<file path="config.mk">
export PLATFORM = sky130hd
export DESIGN_NAME = tausworthe_rng_with_seeding
export DESIGN_NICKNAME = d
export VERILOG_FILES = /design/src/hdl/taus_pkg.sv /design/src/hdl/taus_dp.sv /design/src/hdl/taus_ctrl.sv /design/src/hdl/tausworthe_rng_with_seeding.sv
export SDC_FILE = /design/constraint.sdc
export NUM_CORES = 1
export LEC_CHECK = 0
export BUFFER_PORTS_ARGS = -buffer_cell sky130_fd_sc_hd__clkbuf_2
export CAP_MARGIN = 15
export CORE_MARGIN = 2
export CORE_UTILIZATION = 40
export CTS_CLUSTER_SIZE = 25
export DETAILED_ROUTE_END_ITERATION = 6
export HOLD_SLACK_MARGIN = 0.03
export PLACE_DENSITY = 0.56
export SYNTH_ARGS = -nofsm -noshare
export SYNTH_HDL_FRONTEND = slang
export SYNTH_SLANG_ARGS = --single-unit
export TNS_END_PERCENT = 5
</file>
<file path="constraint.sdc">
create_clock -name clk -period 13.8 [get_ports clk]
set_input_delay 0.69 -clock clk [delete_from_list [all_inputs] [get_ports clk]]
set_output_delay 0.69 -clock clk [all_outputs]
set_load 0.01 [all_outputs]
</file>
<file path="src/hdl/taus_pkg.sv">
`timescale 1ns / 1ps
// ----------------------------------------------------------------------------
// taus_pkg: shared types and constants of the combined Tausworthe generator
// Holds the command bundle, controller states, constants and the step functions.
// ----------------------------------------------------------------------------
package taus_pkg;

    localparam int unsigned WORD_W = 32;

    localparam logic [WORD_W-1:0] LCG_MULT = 32'd69069;

    localparam int unsigned WARMUP_STEPS = 6;
    localparam int unsigned WARM_CNT_W   = $clog2(WARMUP_STEPS);

    // Action codes carried on tuser
    localparam logic ACT_SEED = 1'b0;
    localparam logic ACT_DRAW = 1'b1;

    localparam logic [WORD_W-1:0] MASK_ONE   = 32'hFFFF_FFFE;
    localparam logic [WORD_W-1:0] MASK_TWO   = 32'hFFFF_FFF8;
    localparam logic [WORD_W-1:0] MASK_THREE = 32'hFFFF_FFF0;

    typedef logic [WORD_W-1:0] word_t;

    typedef enum logic [2:0] {
        ST_IDLE,
        ST_MUL1,
        ST_MUL2,
        ST_MUL3,
        ST_WARM
    } state_t;

    typedef struct packed {
        logic load_seed;  // capture (base seed + index) into the seed register
        logic mul_one;    // comp_one <= 69069 * seed
        logic mul_two;    // comp_two <= 69069 * comp_one
        logic mul_three;  // comp_three <= 69069 * comp_two
        logic step;       // advance all three components once
        logic load_out;   // load the output register with the stepped XOR
    } dp_cmd_t;

    function automatic word_t step_one(input word_t w);
        word_t mixed;
        begin
            mixed = (w << 13) ^ w;
            return ((w & MASK_ONE) << 12) ^ (mixed >> 19);
        end
    endfunction

    function automatic word_t step_two(input word_t w);
        word_t mixed;
        begin
            mixed = (w << 2) ^ w;
            return ((w & MASK_TWO) << 4) ^ (mixed >> 25);
        end
    endfunction

    function automatic word_t step_three(input word_t w);
        word_t mixed;
        begin
            mixed = (w << 3) ^ w;
            return ((w & MASK_THREE) << 17) ^ (mixed >> 11);
        end
    endfunction

endpackage

</file>
<file path="src/hdl/taus_dp.sv">
`timescale 1ns / 1ps
// ----------------------------------------------------------------------------
// taus_dp: generator datapath
// Base seed register, seed adder, shared multiplier, three component words
// with their step logic, and the output word register.
// ----------------------------------------------------------------------------
module taus_dp
(
    input  logic                   clk,
    input  logic                   rst_n,
    input  taus_pkg::dp_cmd_t      cmd,
    input  logic                   cfg_we,
    input  taus_pkg::word_t        cfg_data,
    input  taus_pkg::word_t        element_index,
    output taus_pkg::word_t        random_word
);
    import taus_pkg::*;

    word_t base_seed_reg;
    word_t seed_reg;
    word_t seed_next;
    word_t base_fixed;
    word_t seed_sum;
    word_t comp_one_reg;
    word_t comp_one_next;
    word_t comp_two_reg;
    word_t comp_two_next;
    word_t comp_three_reg;
    word_t comp_three_next;
    word_t out_reg;
    word_t out_next;
    word_t mul_in;
    word_t mul_prod;
    word_t one_stepped;
    word_t two_stepped;
    word_t three_stepped;

    always_ff @(posedge clk or negedge rst_n)
    begin
        if (!rst_n)
        begin
            base_seed_reg <= word_t'(1);
        end
        else if (cfg_we)
        begin
            base_seed_reg <= cfg_data;
        end
    end

    // Zero base and zero sum are both taken as one
    always_comb
    begin
        base_fixed = (base_seed_reg == '0) ? word_t'(1) : base_seed_reg;
        seed_sum   = base_fixed + element_index;
        seed_next  = cmd.load_seed ? ((seed_sum == '0) ? word_t'(1) : seed_sum) : seed_reg;
    end

    always_comb
    begin
        if (cmd.mul_two)
        begin
            mul_in = comp_one_reg;
        end
        else if (cmd.mul_three)
        begin
            mul_in = comp_two_reg;
        end
        else
        begin
            mul_in = seed_reg;
        end
        mul_prod = mul_in * LCG_MULT;
    end

    always_comb
    begin
        one_stepped   = step_one(comp_one_reg);
        two_stepped   = step_two(comp_two_reg);
        three_stepped = step_three(comp_three_reg);

        comp_one_next   = comp_one_reg;
        comp_two_next   = comp_two_reg;
        comp_three_next = comp_three_reg;
        if (cmd.step)
        begin
            comp_one_next   = one_stepped;
            comp_two_next   = two_stepped;
            comp_three_next = three_stepped;
        end
        if (cmd.mul_one)
        begin
            comp_one_next = mul_prod;
        end
        if (cmd.mul_two)
        begin
            comp_two_next = mul_prod;
        end
        if (cmd.mul_three)
        begin
            comp_three_next = mul_prod;
        end

        out_next = cmd.load_out ? (one_stepped ^ two_stepped ^ three_stepped) : out_reg;
    end

    always_ff @(posedge clk or negedge rst_n)
    begin
        if (!rst_n)
        begin
            comp_one_reg   <= '0;
            comp_two_reg   <= '0;
            comp_three_reg <= '0;
        end
        else
        begin
            comp_one_reg   <= comp_one_next;
            comp_two_reg   <= comp_two_next;
            comp_three_reg <= comp_three_next;
        end
    end

    always_ff @(posedge clk)
    begin
        seed_reg <= seed_next;
        out_reg  <= out_next;
    end

    assign random_word = out_reg;

endmodule

</file>
<file path="src/hdl/taus_ctrl.sv">
`timescale 1ns / 1ps
// ----------------------------------------------------------------------------
// taus_ctrl: generator controller
// Accepts requests, sequences the seeding multiplies and warm-up steps, and
// owns the output valid flag.
// ----------------------------------------------------------------------------
module taus_ctrl
(
    input  logic                   clk,
    input  logic                   rst_n,
    input  logic                   s_tvalid,
    input  logic                   s_action,
    output logic                   s_tready,
    output logic                   m_tvalid,
    input  logic                   m_tready,
    output taus_pkg::dp_cmd_t      cmd
);
    import taus_pkg::*;

    localparam logic [WARM_CNT_W-1:0] WARM_LAST = WARM_CNT_W'(WARMUP_STEPS - 1);

    state_t                state_reg;
    state_t                state_next;
    logic [WARM_CNT_W-1:0] warm_cnt_reg;
    logic [WARM_CNT_W-1:0] warm_cnt_next;
    logic                  out_valid_reg;
    logic                  out_valid_next;
    logic                  out_free;
    logic                  accept;

    always_ff @(posedge clk or negedge rst_n)
    begin
        if (!rst_n)
        begin
            state_reg     <= ST_IDLE;
            warm_cnt_reg  <= '0;
            out_valid_reg <= 1'b0;
        end
        else
        begin
            state_reg     <= state_next;
            warm_cnt_reg  <= warm_cnt_next;
            out_valid_reg <= out_valid_next;
        end
    end

    always_comb
    begin
        out_free      = !out_valid_reg || m_tready;
        s_tready      = (state_reg == ST_IDLE) && out_free;
        accept        = s_tvalid && s_tready;
        state_next    = state_reg;
        warm_cnt_next = warm_cnt_reg;
        cmd           = '0;

        case (state_reg)
            ST_IDLE:
            begin
                if (accept)
                begin
                    if (s_action == ACT_DRAW)
                    begin
                        cmd.step     = 1'b1;
                        cmd.load_out = 1'b1;
                    end
                    else
                    begin
                        cmd.load_seed = 1'b1;
                        state_next    = ST_MUL1;
                    end
                end
            end
            ST_MUL1:
            begin
                cmd.mul_one = 1'b1;
                state_next  = ST_MUL2;
            end
            ST_MUL2:
            begin
                cmd.mul_two = 1'b1;
                state_next  = ST_MUL3;
            end
            ST_MUL3:
            begin
                cmd.mul_three = 1'b1;
                warm_cnt_next = '0;
                state_next    = ST_WARM;
            end
            ST_WARM:
            begin
                if (warm_cnt_reg != WARM_LAST)
                begin
                    cmd.step      = 1'b1;
                    warm_cnt_next = warm_cnt_reg + 1'b1;
                end
                else if (out_free)
                begin
                    // last warm-up step also delivers the seed result
                    cmd.step     = 1'b1;
                    cmd.load_out = 1'b1;
                    state_next   = ST_IDLE;
                end
            end
            default:
            begin
                state_next = ST_IDLE;
            end
        endcase

        if (cmd.load_out)
        begin
            out_valid_next = 1'b1;
        end
        else if (m_tready)
        begin
            out_valid_next = 1'b0;
        end
        else
        begin
            out_valid_next = out_valid_reg;
        end
    end

    assign m_tvalid = out_valid_reg;

    a_ready_only_idle: assert property (@(posedge clk) disable iff (!rst_n)
        s_tready |-> (state_reg == ST_IDLE))
        else $error("request taken outside idle");

    a_seed_starts: assert property (@(posedge clk) disable iff (!rst_n)
        (accept && s_action == ACT_SEED) |=> (state_reg == ST_MUL1))
        else $error("seed request did not start multiply sequence");

    a_warm_enter: assert property (@(posedge clk) disable iff (!rst_n)
        (state_reg == ST_MUL3) |=> (state_reg == ST_WARM && warm_cnt_reg == '0))
        else $error("warm-up did not start from zero");

    a_warm_done: assert property (@(posedge clk) disable iff (!rst_n)
        (state_reg == ST_WARM && warm_cnt_reg == WARM_LAST && out_free)
        |=> (out_valid_reg && state_reg == ST_IDLE))
        else $error("seed result not delivered after warm-up");

    a_draw_result: assert property (@(posedge clk) disable iff (!rst_n)
        (accept && s_action == ACT_DRAW) |=> out_valid_reg)
        else $error("draw request produced no result");

endmodule

</file>
<file path="src/hdl/tausworthe_rng_with_seeding.sv">
`timescale 1ns / 1ps
// ----------------------------------------------------------------------------
// tausworthe_rng_with_seeding: combined three-component Tausworthe generator
// Seed requests load the components through a 69069 multiplier chain and
// six warm-up steps; draw requests advance the components once.
// ----------------------------------------------------------------------------
//  channel  dir  handshake          payload
//  s_*      in   s_tvalid/s_tready  s_tdata = element_index, s_tuser = action
//  m_*      out  m_tvalid/m_tready  m_tdata = random_word
//  cfg_*    in   cfg_valid/cfg_ready cfg_data = base_seed
//
//  Draws stream back to back, one per cycle, from the single step unit, while
//  the output is taken. A seed reaches its result through the sum, three
//  passes through the shared multiplier and six warm-up steps.
//  Reset clears the components to zero and sets base_seed to one.
//  A stalled output holds its word; the next request is taken in the cycle the
//  output is taken. cfg_ready is always high.
// ----------------------------------------------------------------------------
module tausworthe_rng_with_seeding
(
    input  logic        clk,
    input  logic        rst_n,
    input  logic        s_tvalid,
    output logic        s_tready,
    input  logic [31:0] s_tdata,   // [31:0] element_index
    input  logic        s_tuser,   // [0] action
    output logic        m_tvalid,
    input  logic        m_tready,
    output logic [31:0] m_tdata,   // [31:0] random_word
    input  logic        cfg_valid,
    output logic        cfg_ready,
    input  logic [31:0] cfg_data
);
    import taus_pkg::*;

    dp_cmd_t cmd;

    assign cfg_ready = 1'b1;

    taus_ctrl u_ctrl
    (
        .clk      (clk),
        .rst_n    (rst_n),
        .s_tvalid (s_tvalid),
        .s_action (s_tuser),
        .s_tready (s_tready),
        .m_tvalid (m_tvalid),
        .m_tready (m_tready),
        .cmd      (cmd)
    );

    taus_dp u_dp
    (
        .clk           (clk),
        .rst_n         (rst_n),
        .cmd           (cmd),
        .cfg_we        (cfg_valid),
        .cfg_data      (cfg_data),
        .element_index (s_tdata),
        .random_word   (m_tdata)
    );

endmodule

</file>
* Word level (Yosys, flattened, before mapping)
Index checks and enable logic that the tools add are counted.
W data, S select, Z words.
** Storage, ports and cells
- Bits in registers :: 199
- Output and inout bits :: 35
- Logic and storage cells :: 74
** Cells by class
- Add/sub/neg operators :: 2
- Multiply operators :: 1
- Equal/unequal tests :: 10
- Muxes and demuxes :: 30
- Bitwise gates (word level) :: 8
- Reduce and logical (&&, ||, !) cells :: 14
** Operators with widths (number)
- $mux W32 :: 9
- $xor A32 B32 Y32 :: 5
- $logic_not A32 Y1 :: 2
- $add A32 B32 Y32 :: 1
- $mul A32 B17 Y32 const B :: 1
- $xor A32 B13 Y32 :: 1
- $xor A32 B21 Y32 :: 1
- $xor A32 B7 Y32 :: 1
- $mux W3 :: 5
- $pmux W3 S5 :: 1
- $mux W1 :: 10
- $reduce_bool A2 Y1 :: 5
- $eq A3 B2 Y1 const B :: 2
- $mux W2 :: 3
- $ne A2 B1 Y1 const B :: 3
- $pmux W3 S2 :: 1
- $ne A2 B2 Y1 const B :: 2
- $pmux W2 S2 :: 1
- $reduce_and A4 Y1 :: 1
- $add A3 B1 Y3 const B :: 1
- $eq A3 B1 Y1 const B :: 1
- $eq A3 B3 Y1 const B :: 1
- $logic_not A3 Y1 :: 1
- $ne A3 B3 Y1 const B :: 1
- 4 further kinds :: 5

* Logic depth before layout (Yosys ltp)
- Depth in word-level cells :: 8
- Depth in mapped cells :: 31
- Mapped depth without buffers :: 27

* Modules after synthesis
A second synthesis with hierarchy kept.
** Second synthesis, totals
- Cell total of the unflattened synthesis :: 1866
- Area, all modules :: 18367.6 µm²
** Modules (own cells, without submodules)
- taus_dp :: instances 1, cells each 1813, area each 17900.9 µm², seq. area each 5026.1 µm²
- taus_ctrl :: instances 1, cells each 51, area each 455.4 µm², seq. area each 175.2 µm²
- tausworthe_rng_with_seeding :: instances 1, cells each 2, area each 11.3 µm², seq. area each 0.0 µm²

* Worst setup path after synthesis
OpenSTA, ideal clock, no wires.
- Path type :: register to register
- Start point :: register u_ctrl.state_reg[1]
- End point :: register u_dp.comp_two_reg[30]
- Arrival time :: 7.383 ns
- Required time :: 13.663 ns
- Path slack :: 6.280 ns
- Stages on the path, launching flop included :: 30
- Path buffers :: 5
- Clock period less this slack :: 7.520 ns
- Cell sequence :: dfrtp_1 > buf_2 > nand2_1 > clkbuf_1 > clkbuf_1 > clkbuf_1 > buf_1 > nor2_1 > a31oi_1 > ha_1 > fa_1 > inv_1 > fa_1 > inv_1 > fa_1 > fa_1 > inv_1 > fa_1 > inv_1 > ha_1 > and3_1 > a221o_1 > a21oi_1 > o31ai_1 > or4_1 > o21ai_1 > o211ai_1 > a21oi_1 > xor2_1 > a21oi_1
** On the way
- Cells in the longest elaborated chain, start to end :: 6
** RTL lines
- start, declared :: RTL line taus_ctrl.sv:22 : state_t state_reg;
- start signal, assigned :: RTL line taus_ctrl.sv:41 : state_reg <= state_next;
- $eq A3 B2 Y1 / $logic_not A3 Y1 (equally long branches) :: RTL line taus_ctrl.sv:56, taus_ctrl.sv:50
- $mux W1 / $logic_and A1 B1 Y1 (equally long branches) :: RTL line taus_ctrl.sv:56, taus_ctrl.sv:50
- $mux W32 / $logic_and A1 B1 Y1 (equally long branches) :: RTL line taus_dp.sv:64, taus_ctrl.sv:51
- $mux W32 / $mux W2 (equally long branches) :: RTL line taus_dp.sv:60, taus_ctrl.sv:59
- $mul A32 B17 Y32 / $pmux W2 S2 (equally long branches) :: RTL line taus_dp.sv:72, taus_ctrl.sv:56
- $mux W32 / $reduce_bool A2 Y1 (equally long branches)
- end signal, assigned :: RTL line taus_dp.sv:117 : comp_two_reg <= comp_two_next;
- end, declared :: RTL line taus_dp.sv:26 : word_t comp_two_reg;
Parallel ways exist; a longest one is shown, timed or not.
A chain may end at the register's enable or synchronous reset.

* Worst setup path after layout
Ends and elaborated chain as after synthesis.

==> flow_summary.toml <==
[synthesis]
ys_seq_elements = 195
syn_area_um2 = 18200
ys_types = 75
yosysSeqAreaShare_pct = 28.6
synth_edf_count = 64
postSynthAreaPerCell_um2 = 9.68
synth-main-ff-cell = "dfrtp_1"
synthCells = 1876
syn-num-nets = 2281
yosys_warnings = 0
synth_async_sr_flop_share_pct = 67.2

[outcome]
status = "finished, final reports clean"

[hold_path]
hp-class = "input pin to async pin"

[timing]
clock.fmax_ghz = 0.117
min_period_ns = 8.53
timing_hold_violations_final = 0
setup_tns_ns = 0
setup_viol = 0
skew_ns = 0.0152
relSlewSlack_pct = 16.9
period_share_pct = 61.8
tightestPinTransition_ns = 1.25
slew_violations = 0
rsz0062_at_grt = "no"

[routing]
drt-total-wl_um = 51300
dr.pass1.iters = 5
drtIter0Drc = 892
avgRoutedWirePerCell_um = 20.2
num_vias = 13436
via_per_inst = 5.29
drc = 0
ant_nets = 0

[clock_network]
holdBufCountCts = 0
cts-root-buf = "clkbuf_16"
clock_latency_ns = 0.46
cts_htree_levels = 4
cts_sinks = 195
post_cts_buffers = 0
cts-resized-gates = 0
cts_made_buffers = 17
cts_tree = "done"
clk_pin_slew_ns = 0.07
cts.path.max_buffers = 2

[worst_setup_path]
r2r-start = "u_ctrl.state_reg[1]"
timing.reg2reg.worst_path_depth = 27
critPathCaptureType = "flop"
r2r_end = "u_dp.comp_two_reg[30]"
critPathLaunchType = "flop"
required_ns = 14.11
ff2ff_setup_slack_ns = 5.27
crit_arrival_ns = 8.85
critPathKind = "flop to flop"
cp_max_fo = 35

[flow_run]
max_cap_violations = 0

[global_routing]
grt_first_pass_wirelength_um = 80700
overflow = 0
grt_use_total_pct = 22.7
grt_antenna_before_repair = 0
grt_max_degree = 68
first_global_vias = 13913

[placement]
port_buffers = 103
dp_hpwl_um = 42200
gp_congestion = 0.915

[layout]
final_net_count = 2331
antenna-diode-count = 0
layout-drive-gt1-share_pct = 11.4
fillCellCount = 4437
regArea_um2 = 5200
multiInputGateArea_um2 = 11600
syn2layout_area_growth_pct = 9.19

[floorplanning]
fp.dieH_um = 217
initial_core_util_pct = 40.3
fp-row-count = 78
die_w_um = 217
io_pins = 105
core-area_um2 = 45100
die-area_um2 = 47100
through the flow:
step / util [%] / worst slack (ns) / cell area, um^2 / std cells / hold slack, ns
6_report: 44.0 / 5.27 / 19800 / 2539 / 0.0865
5_1_grt: 44.0 / 4.74 / 19800 / 2539 / 0.0857
4_1_cts: 44.0 / 5.30 / 19800 / 2539 / 0.0766
3_5_place_dp: 42.7 / 5.36 / 19200 / 2507 / 0.527
3_3_place_gp: 42.7 / 5.38 / 19200 / 2507 / 0.519
2_1_floorplan: - / 6.28 / 18200 / 1876 / 0.394
how the worst max path moves through the flow:
stage               cells after the start  slack [ns]               endpoint                start
CTS                                    27        5.30  u_dp.comp_two_reg[30]  u_ctrl.state_reg[1]
finish                                 27        5.27  u_dp.comp_two_reg[30]  u_ctrl.state_reg[1]
global route                           27        4.74  u_dp.comp_two_reg[30]  u_ctrl.state_reg[1]
floorplan                              29        6.28  u_dp.comp_two_reg[30]  u_ctrl.state_reg[1]
detailed placement                     27        5.36  u_dp.comp_two_reg[30]  u_ctrl.state_reg[1]
global placement                       27        5.38  u_dp.comp_two_reg[30]  u_ctrl.state_reg[1]
critical path, stage by stage, from the launching register on:
cell and delay [ns]:
dfrtp_1 0.54, nand2_1 0.19, or2_2 0.57, nand2_1 0.27
a21oi_1 0.10, a21oi_1 0.67, inv_1 0.35, ha_1 0.45
fa_1 0.52, inv_1 0.05, fa_1 0.49, inv_1 0.05
fa_1 0.51, fa_1 0.50, inv_1 0.05, fa_1 0.49
inv_1 0.04, ha_1 0.33, and3_1 0.24, a221o_1 0.29
a21oi_1 0.15, o31ai_1 0.11, or4_1 0.41, o21ai_1 0.27
o211ai_1 0.14, a21oi_1 0.20, xor2_1 0.27, a21oi_1 0.11
per-layer routing:
layer / part of all wire [%] / up-vias / GRT usage (%)
met3: 7.1 / 119 / 5.05
met5: 0 / - / 0
met4: 4.1 / 0 / 9.52
met2: 46 / 469 / 36.5
li1: - / 6307 / -
met1: 43 / 6541 / 29.5
cell usage after synthesis, types with 8 or more instances:
library cell,instances,area share [%]
a211oi_1,11,0.45
a21o_1,25,1.0
a21oi_1,86,2.4
a22oi_1,11,0.45
a31oi_1,44,1.5
and3_1,15,0.52
buf_1,9,0.19
clkbuf_1,76,1.6
dfrtp_1,130,18
edfxtp_1,64,11
fa_1,145,16
ha_1,190,13
inv_1,281,5.8
mux2_2,46,2.9
mux2i_1,36,2.0
nand2_1,184,3.8
nand2b_1,8,0.28
nand3_1,10,0.28
nor2_1,95,2.0
nor3_1,11,0.30
nor4_1,10,0.34
o21a_1,10,0.41
o21ai_0,80,2.2
o21bai_1,9,0.37
xnor2_1,150,7.2
xor2_1,43,2.1
layout make-up:
type,instances,share of cell area [%]
well taps,600,3.79
clock inverters,8,0.328
repair buffers,121,3.31
inverters,281,5.32
flip-flops and latches,195,26.2
multi-input cells,1310,58.4
clock buffers,24,2.59
cells in the final DEF (no fill, tap or decap), types with 7 or more instances in the layout:
cell type,Yosys,layout
nor2_1,95,94
nor3_1,11,10
o21ai_0,80,80
fa_1,145,145
mux2i_1,36,36
buf_4,1,18
o21a_1,10,10
inv_1,281,281
clkbuf_2,0,102
a22oi_1,11,11
a21o_1,25,25
xor2_1,43,43
ha_1,190,190
edfxtp_1,64,64
nand3_1,10,10
a21oi_1,86,86
a211oi_1,11,11
nand2b_1,8,8
and2_1,7,7
mux2_2,46,46
nor4_1,10,10
xnor2_1,150,150
nand2_1,184,182
clkbuf_16,0,19
and3_1,15,15
a31oi_1,44,44
o21bai_1,9,9
dfrtp_1,130,130
kinds of logic (layout without fill, tap and decap cells):
| group | after synthesis | in the layout | synth area share [%] |
|---|---|---|---|
| and+or+nand+nor | 375 | 375 | 9.19 |
| buffers and inverters | 371 | 434 | 7.72 |
| adders and majority gates | 335 | 335 | 29.1 |
| AOI/OAI and AO/OA | 323 | 323 | 11.1 |
| DFF | 195 | 195 | 28.6 |
| xor gates and xnor gates | 194 | 194 | 9.44 |
| muxes | 82 | 82 | 4.84 |
| other | 1 | 1 | 0.0207 |
Power is left out: the tool's default activity adds up to more than one toggle a clock period on the data nets, which glitch-free logic cannot reach.
